===== config.mk =====
export PLATFORM = sky130hd
export DESIGN_NAME = trc_div
export DESIGN_NICKNAME = d
export VERILOG_FILES = /design/src/trc_pkg.sv /design/src/trc_div.sv
export SDC_FILE = /design/constraint.sdc
export NUM_CORES = 2
export LEC_CHECK = 0
export BUFFER_PORTS_ARGS = -buffer_cell sky130_fd_sc_hd__buf_2
export CAP_MARGIN = 25
export CORE_ASPECT_RATIO = 1.2
export CORE_MARGIN = 10
export CORE_UTILIZATION = 65
export CTS_CLUSTER_DIAMETER = 60
export DETAILED_ROUTE_END_ITERATION = 16
export PLACE_DENSITY_LB_ADDON = 0.05
export SYNTH_ARGS = -nofsm -noshare
export SYNTH_HDL_FRONTEND = slang
export SYNTH_SLANG_ARGS = --single-unit

===== constraint.sdc =====
create_clock -name clk -period 5 [get_ports clk]
set_input_delay 1.25 -clock clk [delete_from_list [all_inputs] [get_ports clk]]
set_output_delay 1.25 -clock clk [all_outputs]
set_load 0.01 [all_outputs]

===== src/trc_pkg.sv =====
// ----------------------------------------------------------------------------
// Temporal reuse confidence package
// Shared constants, types and helpers for the confidence pipeline.
// ----------------------------------------------------------------------------
package trc_pkg;

  localparam int FRAC_BITS  = 16;
  localparam int Q_W        = FRAC_BITS + 1;        // Q1.16 incl. 1.0
  localparam int GUIDE_W    = 18;
  localparam int MAG_W      = 20;
  localparam int MPOS_W     = MAG_W - 1;
  localparam int SCL_W      = 12;
  localparam int SCLS_W     = SCL_W + 8;            // scale in 8-fraction pixels
  localparam int DEN_W      = SCLS_W + 1;
  localparam int NUM_W      = SCLS_W + FRAC_BITS;
  localparam int PROD_W     = 3 * Q_W + 1;          // cube compare width
  localparam int ITER_N     = Q_W;                  // one result bit per stage
  localparam int CFG_IDX_W  = 3;
  localparam int PIPE_LAT   = 23;

  localparam logic [Q_W-1:0] ONE = Q_W'(1) << FRAC_BITS;

  typedef enum logic [CFG_IDX_W-1:0] {
    CFG_CONF_THR  = 3'd0,
    CFG_DISOC_THR = 3'd1,
    CFG_VEL_SCALE = 3'd2,
    CFG_VEL_FLOOR = 3'd3
  } cfg_idx_t;

  // sideband that rides beside the arithmetic
  typedef struct packed {
    logic           valid;
    logic           cut;
    logic           forced;
    logic [Q_W-1:0] dis;
    logic [Q_W-1:0] fl;
  } sb_t;

  function automatic logic [Q_W-1:0] clamp_unit(input logic signed [GUIDE_W-1:0] g);
    logic [Q_W-1:0] res;
    if (g < 0) begin
      res = '0;
    end else if (g > $signed({1'b0, ONE})) begin
      res = ONE;
    end else begin
      res = g[Q_W-1:0];
    end
    return res;
  endfunction

endpackage


===== src/trc_div.sv =====
// ----------------------------------------------------------------------------
// Restoring divider pipeline
// Velocity penalty quotient, one quotient bit per stage.
// ----------------------------------------------------------------------------
module trc_div (
  input  logic                       clk,
  input  logic [trc_pkg::NUM_W-1:0]  num_i,
  input  logic [trc_pkg::DEN_W-1:0]  den_i,
  output logic [trc_pkg::Q_W-1:0]    q_o
);
  import trc_pkg::*;

  localparam int CMP_W = NUM_W + 2;

  logic [NUM_W-1:0] rem_r [0:ITER_N-1];
  logic [DEN_W-1:0] den_r [0:ITER_N-1];
  logic [Q_W-1:0]   quo_r [0:ITER_N-1];

  for (genvar k = 0; k < ITER_N; k++) begin : g_stage
    localparam int B = ITER_N - 1 - k;
    logic [NUM_W-1:0] rem_cur;
    logic [DEN_W-1:0] den_cur;
    logic [Q_W-1:0]   quo_cur;
    logic [CMP_W-1:0] dsh, rem_w, diff;

    if (k == 0) begin : g_first
      assign rem_cur = num_i;
      assign den_cur = den_i;
      assign quo_cur = '0;
    end else begin : g_next
      assign rem_cur = rem_r[k-1];
      assign den_cur = den_r[k-1];
      assign quo_cur = quo_r[k-1];
    end

    assign dsh   = CMP_W'(den_cur) << B;
    assign rem_w = CMP_W'(rem_cur);
    assign diff  = rem_w - dsh;

    always_ff @(posedge clk) begin
      den_r[k] <= den_cur;
      if (rem_w >= dsh) begin
        rem_r[k] <= diff[NUM_W-1:0];
        quo_r[k] <= quo_cur | (Q_W'(1) << B);
      end else begin
        rem_r[k] <= rem_cur;
        quo_r[k] <= quo_cur;
      end
    end
  end

  assign q_o = quo_r[ITER_N-1];

endmodule


==> impl_metrics.ini <==
[floorplan]
core-area_mm2 = 0.0696
fp.dieW_um = 262
ios = 75
dieArea_mm2 = 0.0813
die_h_um = 310
num_rows = 106
start_util = 0.656

[logic_synthesis]
synth_edf_count = 0
async_flop_share = 0
ys_ff_latch = 1065
synth.area.top_cells = dfxtp_1 47%, ha_1 9.8%, xnor2_1 3.9%, a21oi_1 3.9%, inv_1 3.8%
ys_warn_count = 0
synth_top_area_cell = dfxtp_1
synth_flop_cell = dfxtp_1
ys_types = 97
avgSynthCellArea_um2 = 9.56
syn-num-nets = 5203
syn-cell-area_mm2 = 0.0457
synthCells = 4773
synth_top_area_frac = 0.467
yosysSeqAreaShare = 0.467

[setup_path]
crit_fanout = 4
cp-end-kind = flip-flop
reg2reg_from = rem_r[9][6]
critPathSlowestCell = o21ai_0
cp-startpoint = rem_r[9][6]
path_common_cell = o21ai_0
critPathLaunchType = flip-flop
path_cells = inv_1 -> ha_1 -> fa_1 -> nor2b_1 -> o21ai_0 -> a211oi_1 -> o21ai_0 -> o211ai_1 -> a41oi_1 -> o21ai_0 -> a311oi_1 -> xor2_1
slowest_delay_ns = 0.64
crit_family = compound AO/OA/AOI/OAI gates
cp.arrival_ns = 4.48
path_buf_inv = 1
cp.required_ns = 5.54
crit_type = reg -> reg

[grt]
antenna_found_initial = 3
gr-usage-all-layers = 0.260
grt_max_degree = 45
grt_pass1_vias = 34900
grt_pass1_wl_um = 169000
grt-ovfl-total = 0

[clock_tree]
post_cts_buffers = 0
clkSinkCount = 1065
tritoncts = built
cts_hold_buffers = 0
ctsRootBufferMaster = clkbuf_16
ctsResizeCount = 0
clock_latency_ns = 0.68
cts_max_path_buffers = 3
numCtsBuffers = 99
clkTransAtPathRegs_ns = 0.06
h-tree-depth = 3

[timing]
layout_min_cycle_time_ns = 3.93
whs_ns = 0.324
hold_violations = 0
clock_skew_ns = 0.0368
timing.setup.tns_ns = 0
drv_slew = 0
slew_headroom = 0.343
worstMarginPinSlew_ns = 0.975
setup_viol = 0
rsz0062_at_grt = no
period_share = 0.787
clock.fmax_mhz = 254

[final_layout]
nNetsFinal = 5309
antenna_cells = 0
multi_input_area_mm2 = 0.0222
n_fill_cell = 5253
regArea_mm2 = 0.0213
area_delta_synth_final_pct = 10.3
finish.utilization = 0.723
drive_gt1_frac = 0.0824

[routing]
vias = 33600
remaining_drc_errors = 0
wl_per_cell_um = 17.9
drt_iter0_markers = 1597
vias_per_cell = 5.72
drtAntennaViolNets = 0
routed_wirelength_um = 105000
first_pass_iters = 7

[place]
gp_congestion = 0.962
hpwl_um = 82800
portBuffers = 74

[min_path]
hold_path.class = reg -> reg
worstHoldStart = quo_r[11][11]

[power]
p_leak_nw = 22.7
p_per_area_mw_per_mm2 = 672
irDropWorstVdd_v = 0.000372

[flow_run]
max_cap_viol_count = 0

[outcome]
status = complete, no violations
-- where the power goes --
part / internal (mW) / switching, mW
clock network: 4.42 / 3.24
logic: 6.23 / 7.65
registers: 10.9 / 1.41
-- worst paths after layout --
path         slack [ns]  cells after the start       endpoint
max                1.07                     12  rem_r[10][30]
min                0.32                      0  quo_r[12][11]
max reg2reg        1.07                     12  rem_r[10][30]
min reg2reg        0.32                      0  quo_r[12][11]
-- routing by layer --
layer / GRT usage / routed length, um
met5: 0 / 13
met4: 0.197 / 8530
met3: 0.0354 / 2960
met2: 0.551 / 60700
met1: 0.201 / 32900
-- flip-flops by register name, summed over array words and instances, names as in the netlist --
| signal | cells |
|---|---|
| den_r | 336 |
| quo_r | 153 |
| rem_r | 576 |
-- synthesized netlist by cell type, drive strengths merged, types with 68 or more instances --
cell type,number
dfxtp,1065
inv,460
a21oi,359
ha,356
nand2,324
nor2,301
o21ai,292
xnor2,205
xor2,148
a21o,140
mux2,98
nor3,89
o21a,68
-- area by class of cell --
type                            count  share of cell area
Clock buffer                      141              0.0573
Sequential cell                  1065               0.423
Multi-Input combinational cell   3157               0.442
Clock inverter                     35              0.0102
Inverter                          461              0.0344
Timing Repair Buffer               95              0.0105
Tap cell                          918              0.0228
-- layout by cell type (no fill, tap or decap), drive strengths merged, types with 13 or more instances in the layout --
| cell type | Yosys | layout |
|---|---|---|
| a21oi | 359 | 359 |
| o21a | 68 | 68 |
| and3 | 29 | 29 |
| or2 | 22 | 22 |
| a21boi | 18 | 18 |
| o31ai | 31 | 31 |
| nand2b | 56 | 56 |
| o211ai | 29 | 29 |
| nand4 | 54 | 54 |
| o21bai | 36 | 36 |
| or3 | 30 | 30 |
| fa | 16 | 16 |
| dfxtp | 1065 | 1065 |
| o21ai | 292 | 292 |
| mux2 | 98 | 98 |
| a211oi | 30 | 30 |
| and2 | 13 | 13 |
| nor2b | 54 | 54 |
| a31oi | 40 | 40 |
| clkinv | 1 | 21 |
| buf | 34 | 95 |
| nor4b | 30 | 30 |
| nor2 | 301 | 301 |
| a21o | 140 | 140 |
| o31a | 14 | 14 |
| nand3 | 56 | 56 |
| inv | 460 | 464 |
| clkbuf | 56 | 141 |
| xor2 | 148 | 148 |
| nor3 | 89 | 89 |
| nand2 | 324 | 324 |
| a2111oi | 15 | 15 |
| nor4 | 44 | 44 |
| or4 | 21 | 21 |
| xnor2 | 205 | 205 |
| ha | 356 | 356 |
-- kinds of logic (layout without fill, tap and decap cells) --
group / Yosys count / after routing / share of synthesized area
simple gates: 1168 / 1168 / 0.127
compound gates: 1156 / 1156 / 0.160
flops: 1065 / 1065 / 0.467
buf+inv: 551 / 732 / 0.0469
fa+ha+maj: 372 / 372 / 0.105
xor+xnor: 353 / 353 / 0.0677
mux: 108 / 108 / 0.0269
-- stage by stage --
stage	cell area, um2	cells	total power, mW	worst slack (ns)
2_1_floorplan	45700	4773	22.9	1.25
4_1_cts	50400	5872	33.9	1.18
6_report	50400	5872	33.8	1.07
3_3_place_gp	47000	5696	25.8	0.595
5_1_grt	50400	5872	36.2	0.907
3_5_place_dp	47000	5696	26.2	0.576
-- worst reg2reg max path, stage by stage, from the launching register on --
cell	delay (ns)
dfxtp_1	0.33
inv_1	0.07
ha_1	0.24
fa_1	0.43
nor2b_1	0.12
o21ai_0	0.12
a211oi_1	0.34
o21ai_0	0.43
o211ai_1	0.44
a41oi_1	0.25
o21ai_0	0.64
a311oi_1	0.22
xor2_1	0.17
Power figures use the tool's default switching activity.
