## config.mk

```make
export PLATFORM = sky130hd
export DESIGN_NAME = trc_cbrt
export DESIGN_NICKNAME = d
export VERILOG_FILES = /design/src/trc_pkg.sv /design/src/trc_cbrt.sv
export SDC_FILE = /design/constraint.sdc
export NUM_CORES = 2
export LEC_CHECK = 0
export ABC_AREA = 0
export BUFFER_PORTS_ARGS = -buffer_cell sky130_fd_sc_hd__buf_2
export CORE_MARGIN = 2
export CORE_UTILIZATION = 49
export CTS_CLUSTER_DIAMETER = 50
export DETAILED_ROUTE_END_ITERATION = 12
export PLACE_DENSITY_LB_ADDON = 0.05
export SYNTH_ARGS = -nofsm -noshare
export SYNTH_HDL_FRONTEND = slang
export SYNTH_SLANG_ARGS = --single-unit
```

## constraint.sdc

```tcl
create_clock -name clk -period 7.23 [get_ports clk]
set_input_delay 0.723 -clock clk [delete_from_list [all_inputs] [get_ports clk]]
set_output_delay 0.723 -clock clk [all_outputs]
set_load 0.005 [all_outputs]
```

## src/trc_pkg.sv

```systemverilog
// ----------------------------------------------------------------------------
// Temporal reuse confidence package
// Shared constants, types and helpers for the confidence pipeline.
// ----------------------------------------------------------------------------
package trc_pkg;

  localparam int FRAC_BITS  = 16;
  localparam int Q_W        = FRAC_BITS + 1;        // Q1.16 incl. 1.0
  localparam int GUIDE_W    = 18;
  localparam int MAG_W      = 20;
  localparam int MPOS_W     = MAG_W - 1;
  localparam int SCL_W      = 12;
  localparam int SCLS_W     = SCL_W + 8;            // scale in 8-fraction pixels
  localparam int DEN_W      = SCLS_W + 1;
  localparam int NUM_W      = SCLS_W + FRAC_BITS;
  localparam int PROD_W     = 3 * Q_W + 1;          // cube compare width
  localparam int ITER_N     = Q_W;                  // one result bit per stage
  localparam int CFG_IDX_W  = 3;
  localparam int PIPE_LAT   = 23;

  localparam logic [Q_W-1:0] ONE = Q_W'(1) << FRAC_BITS;

  typedef enum logic [CFG_IDX_W-1:0] {
    CFG_CONF_THR  = 3'd0,
    CFG_DISOC_THR = 3'd1,
    CFG_VEL_SCALE = 3'd2,
    CFG_VEL_FLOOR = 3'd3
  } cfg_idx_t;

  // sideband that rides beside the arithmetic
  typedef struct packed {
    logic           valid;
    logic           cut;
    logic           forced;
    logic [Q_W-1:0] dis;
    logic [Q_W-1:0] fl;
  } sb_t;

  function automatic logic [Q_W-1:0] clamp_unit(input logic signed [GUIDE_W-1:0] g);
    logic [Q_W-1:0] res;
    if (g < 0) begin
      res = '0;
    end else if (g > $signed({1'b0, ONE})) begin
      res = ONE;
    end else begin
      res = g[Q_W-1:0];
    end
    return res;
  endfunction

endpackage

```

## src/trc_cbrt.sv

```systemverilog
// ----------------------------------------------------------------------------
// Cube root pipeline
// Floor cube root, one result bit per stage, square and cube kept incrementally.
// ----------------------------------------------------------------------------
module trc_cbrt (
  input  logic                        clk,
  input  logic [trc_pkg::PROD_W-1:0]  p_i,
  output logic [trc_pkg::Q_W-1:0]     root_o
);
  import trc_pkg::*;

  logic [Q_W-1:0]      rt_r [0:ITER_N-1];
  logic [2*Q_W-1:0]    sq_r [0:ITER_N-1];
  logic [PROD_W-1:0]   cb_r [0:ITER_N-1];
  logic [PROD_W-1:0]   pp_r [0:ITER_N-1];

  for (genvar k = 0; k < ITER_N; k++) begin : g_stage
    localparam int B = ITER_N - 1 - k;
    logic [Q_W-1:0]    r_cur;
    logic [2*Q_W-1:0]  s_cur;
    logic [PROD_W-1:0] c_cur, p_cur, r_w, s_w, c3, c2w;

    if (k == 0) begin : g_first
      assign r_cur = '0;
      assign s_cur = '0;
      assign c_cur = '0;
      assign p_cur = p_i;
    end else begin : g_next
      assign r_cur = rt_r[k-1];
      assign s_cur = sq_r[k-1];
      assign c_cur = cb_r[k-1];
      assign p_cur = pp_r[k-1];
    end

    assign r_w = PROD_W'(r_cur);
    assign s_w = PROD_W'(s_cur);
    // (r + 2^B)^3 and (r + 2^B)^2 from the running terms
    assign c3  = c_cur + ((s_w + (s_w << 1)) << B) + ((r_w + (r_w << 1)) << (2 * B))
               + (PROD_W'(1) << (3 * B));
    assign c2w = s_w + (r_w << (B + 1)) + (PROD_W'(1) << (2 * B));

    always_ff @(posedge clk) begin
      pp_r[k] <= p_cur;
      if (c3 <= p_cur) begin
        rt_r[k] <= r_cur | (Q_W'(1) << B);
        sq_r[k] <= c2w[2*Q_W-1:0];
        cb_r[k] <= c3;
      end else begin
        rt_r[k] <= r_cur;
        sq_r[k] <= s_cur;
        cb_r[k] <= c_cur;
      end
    end
  end

  assign root_o = rt_r[ITER_N-1];

endmodule

```

==> flow_metrics.env <==
export IMPL_num_vias=72700
export IMPL_ys_top_cells_by_count="sky130_fd_sc_hd__dfxtp_1, sky130_fd_sc_hd__ha_1, sky130_fd_sc_hd__inv_1"
export IMPL_maxSlewViolCount=0
export IMPL_drt_wl_total_mm=265
export IMPL_layout_drive_gt1_share_pct=24.8
export IMPL_slew_of_the_pin_with_the_lowest_slew_margin_ps=1180
export IMPL_grt_max_degree=29
export IMPL_hold_viol=0
export IMPL_fin_crit_sh_pct=104
export IMPL_grt_pass1_vias=75900
export IMPL_area_fraction_of_the_dominant_cell_type_after_synthesis_pct=35.4
export IMPL_syn_nets=11100
export IMPL_nets=12700
export IMPL_grt_setup_unrepaired="true"
export IMPL_ys_async_sr_fraction_pct=0
export IMPL_syn_avg_cell_area_um2=9.66
export IMPL_ys_flop_type="sky130_fd_sc_hd__dfxtp_1"
export IMPL_yosysMostFrequentCell="sky130_fd_sc_hd__dfxtp_1"
export IMPL_worst_slack_ps=-260
export IMPL_syn_to_final_growth_pct=29.8
export IMPL_die_width_um=437
export IMPL_synth_edff_count=0
export IMPL_critical_path_max_fanout=3
export IMPL_setup_worst_path_end_class="flip-flop"
export IMPL_initial_cell_density_of_the_core_pct=49.1
export IMPL_critical_path_slowest_cell="sky130_fd_sc_hd__or4b_4"
export IMPL_count_of_fill_cells_added_during_filler_insertion=15300
export IMPL_multi_input_comb_area_um2=60500
export IMPL_yosysTopAreaCell="sky130_fd_sc_hd__dfxtp_1"
export IMPL_yosys_cell_types_count=101
export IMPL_detail_route_iter0_violations=3085
export IMPL_final_antenna_net_count=0
export IMPL_seq_area_frac_synth_pct=35.4
export IMPL_cts_reportedPaths_clkPinSlew_ps=60
export IMPL_cts_buffers_inserted=197
export IMPL_chipHeight_um=437
export IMPL_synth_seq_cells=1625
export IMPL_outcome="finished with violations"
export IMPL_gr_usage_all_layers_pct=26.8
export IMPL_dpl_instance_area_um2=103000
export IMPL_hold_path_class="reg2reg"
export IMPL_route_detailed_vias_per_inst=5.30
export IMPL_dp_worst_setup_slack_ps=-1280
export IMPL_coreArea_um2=187000
export IMPL_netlist_area_um2=92000
export IMPL_gp_congestion=0.923
export IMPL_worst_setup_path_category="reg2reg"
export IMPL_drt_pass1_iter_count=5
export IMPL_fmaxAchievable_mhz=134
export IMPL_cell_count_after_synthesis=9523
export IMPL_dieArea_um2=191000
export IMPL_avgRoutedWirePerCell_um=19.3
export IMPL_arrival_time_of_the_worst_setup_path_ps=8270
export IMPL_tritoncts_num_sinks=1625
export IMPL_ys_warnings_count=0
export IMPL_synth_top_cells_by_area="sky130_fd_sc_hd__dfxtp_1, sky130_fd_sc_hd__ha_1, sky130_fd_sc_hd__xnor2_1"
export IMPL_h_tree_depth=4
export IMPL_finish_instance_area_um2=119000
export IMPL_max_slew_margin_rel_pct=21.3
export IMPL_crit_path_start_kind="flip-flop"
export IMPL_fp_row_count=159
export IMPL_placement_io_buffers=69
export IMPL_finalWorstPathRequiredPeriod_ps=7490
export IMPL_register_area_um2=32600
export IMPL_finalSetupViolCount=151
export IMPL_max_cap_viol_count=0
export IMPL_post_route_drc_count=0
export IMPL_worst_ep_required_time_ps=8010
export IMPL_root_buffer_master="sky130_fd_sc_hd__clkbuf_16"
export IMPL_global_route_overflow_total=0
export IMPL_violations_in_the_final_reports="setup timing"
export IMPL_top_level_i_o_count=70
export IMPL_tritoncts="yes"
export IMPL_detailedPlacementHpwl_mm=212
export IMPL_final_core_util_pct=63.8
export IMPL_grt_first_pass_wirelength_mm=406
export IMPL_clk_latency_ps=900
export IMPL_number_of_antenna_violations_at_the_first_check_in_global_routing=2
export IMPL_clock_skew_final_ps=71.2
export IMPL_timing_critical_path_mode_cell="sky130_fd_sc_hd__a21o_1"
export IMPL_worst_path_largest_cell_delay_ps=570
export IMPL_cts_root_to_sink_buffers=3
flip-flops by register name, indices dropped and copies added (netlist names):
| signal | flops |
|---|---|
| rt_r | 138 |
| sq_r | 254 |
| pp_r | 832 |
| cb_r | 401 |
worst max-delay path, delay by kind of cell (launching register included):
kind | cells | cell delay [ps]
compound gates | 23 | 4110
xor+xnor | 1 | 100
fa+ha+maj | 5 | 1740
buf+inv | 3 | 350
flops | 1 | 330
simple gates | 3 | 720
cell usage in the layout, fill, tap and decap left out, types with 46 or more instances in the layout:
| cell | netlist | layout |
|---|---|---|
| sky130_fd_sc_hd__dlygate4sd3_1 | 0 | 52 |
| sky130_fd_sc_hd__mux2_4 | 0 | 118 |
| sky130_fd_sc_hd__nand2_1 | 397 | 351 |
| sky130_fd_sc_hd__xnor2_1 | 580 | 538 |
| sky130_fd_sc_hd__nand3_1 | 159 | 131 |
| sky130_fd_sc_hd__nand2b_1 | 79 | 73 |
| sky130_fd_sc_hd__ha_1 | 1362 | 1312 |
| sky130_fd_sc_hd__buf_4 | 0 | 1147 |
| sky130_fd_sc_hd__mux2_2 | 227 | 109 |
| sky130_fd_sc_hd__a21o_1 | 407 | 407 |
| sky130_fd_sc_hd__a21oi_2 | 1 | 117 |
| sky130_fd_sc_hd__xor2_1 | 365 | 360 |
| sky130_fd_sc_hd__o21bai_1 | 128 | 124 |
| sky130_fd_sc_hd__fa_1 | 191 | 175 |
| sky130_fd_sc_hd__o21a_1 | 93 | 88 |
| sky130_fd_sc_hd__buf_2 | 15 | 69 |
| sky130_fd_sc_hd__a21oi_1 | 650 | 522 |
| sky130_fd_sc_hd__dfxtp_1 | 1625 | 1602 |
| sky130_fd_sc_hd__nand4_1 | 161 | 161 |
| sky130_fd_sc_hd__o21ai_0 | 348 | 264 |
| sky130_fd_sc_hd__a31oi_1 | 57 | 47 |
| sky130_fd_sc_hd__nor4_1 | 102 | 82 |
| sky130_fd_sc_hd__nor2_1 | 508 | 434 |
| sky130_fd_sc_hd__clkbuf_16 | 0 | 212 |
| sky130_fd_sc_hd__buf_6 | 4 | 90 |
| sky130_fd_sc_hd__inv_1 | 976 | 963 |
| sky130_fd_sc_hd__nor2_4 | 0 | 46 |
| sky130_fd_sc_hd__nor3_1 | 150 | 112 |
| sky130_fd_sc_hd__nor2b_1 | 103 | 92 |
| sky130_fd_sc_hd__and3_1 | 73 | 71 |
timing repair:
| action | CTS | global route |
|---|---|---|
| pin swaps | 282 | 416 |
| buffers inserted | 120 | 106 |
| hold buffers | 52 | 0 |
| resized for setup | 643 | 716 |
| hold endpoints to repair | 53 | 0 |
| gates cloned | 15 | 20 |
| endpoints found under the setup margin | 472 | 525 |
cell families after synthesis:
group,Yosys count,share of synthesized area (%)
AO/OA/AOI/OAI,2073,14.6
AND/OR/NAND/NOR,1994,11.0
flip-flops,1625,35.4
adder cells (fa/ha/maj),1553,22.7
buffers and inverters,1101,4.55
XOR/XNOR,945,9.00
multiplexers,232,2.83
worst paths after layout:
path	start	end	slack, ps	depth (start not counted)
hold reg to reg	pp_r[0][135]$_DFF_P_	pp_r[0][187]$_DFF_P_	340	0
hold / removal	pp_r[0][135]$_DFF_P_	pp_r[0][187]$_DFF_P_	340	0
setup reg to reg	rt_r[15][2]$_DFF_P_	rt_r[16][0]$_DFF_P_	-260	35
setup / recovery	rt_r[15][2]$_DFF_P_	rt_r[16][0]$_DFF_P_	-260	35
per-layer routing:
| metal | global-route usage, % | vias up | share of wire, % |
|---|---|---|---|
| met5 | 0 | - | 0 |
| met4 | 13.3 | 0 | 5.7 |
| met3 | 2.68 | 581 | 2.3 |
| met2 | 51.3 | 1088 | 53 |
| met1 | 29.2 | 34700 | 39 |
| li1 | - | 36400 | - |
through the flow:
step           hold WS, ps  cells  TNS, ps
2_1_floorplan          323   9523    -42.9
3_5_place_dp           332  13100  -326070
6_report               344  13700   -14710
5_1_grt                349  13700   -99350
3_3_place_gp           331  13100  -298730
4_1_cts                345  13600   -18690
final cells by class:
class                   count  share of cell area [%]
diodes                      2                 0.00419
clock buffers             241                    4.52
clock inverters           127                    1.58
inverters                 980                    3.11
multi-input cells        6797                    50.7
flip-flops and latches   1625                    27.3
well taps                2495                    2.61
repair buffers           1442                    10.2
repair inverters            1                  0.0136
Power is left out: the tool's default activity adds up to more than one toggle a clock period on the data nets, which glitch-free logic cannot reach.
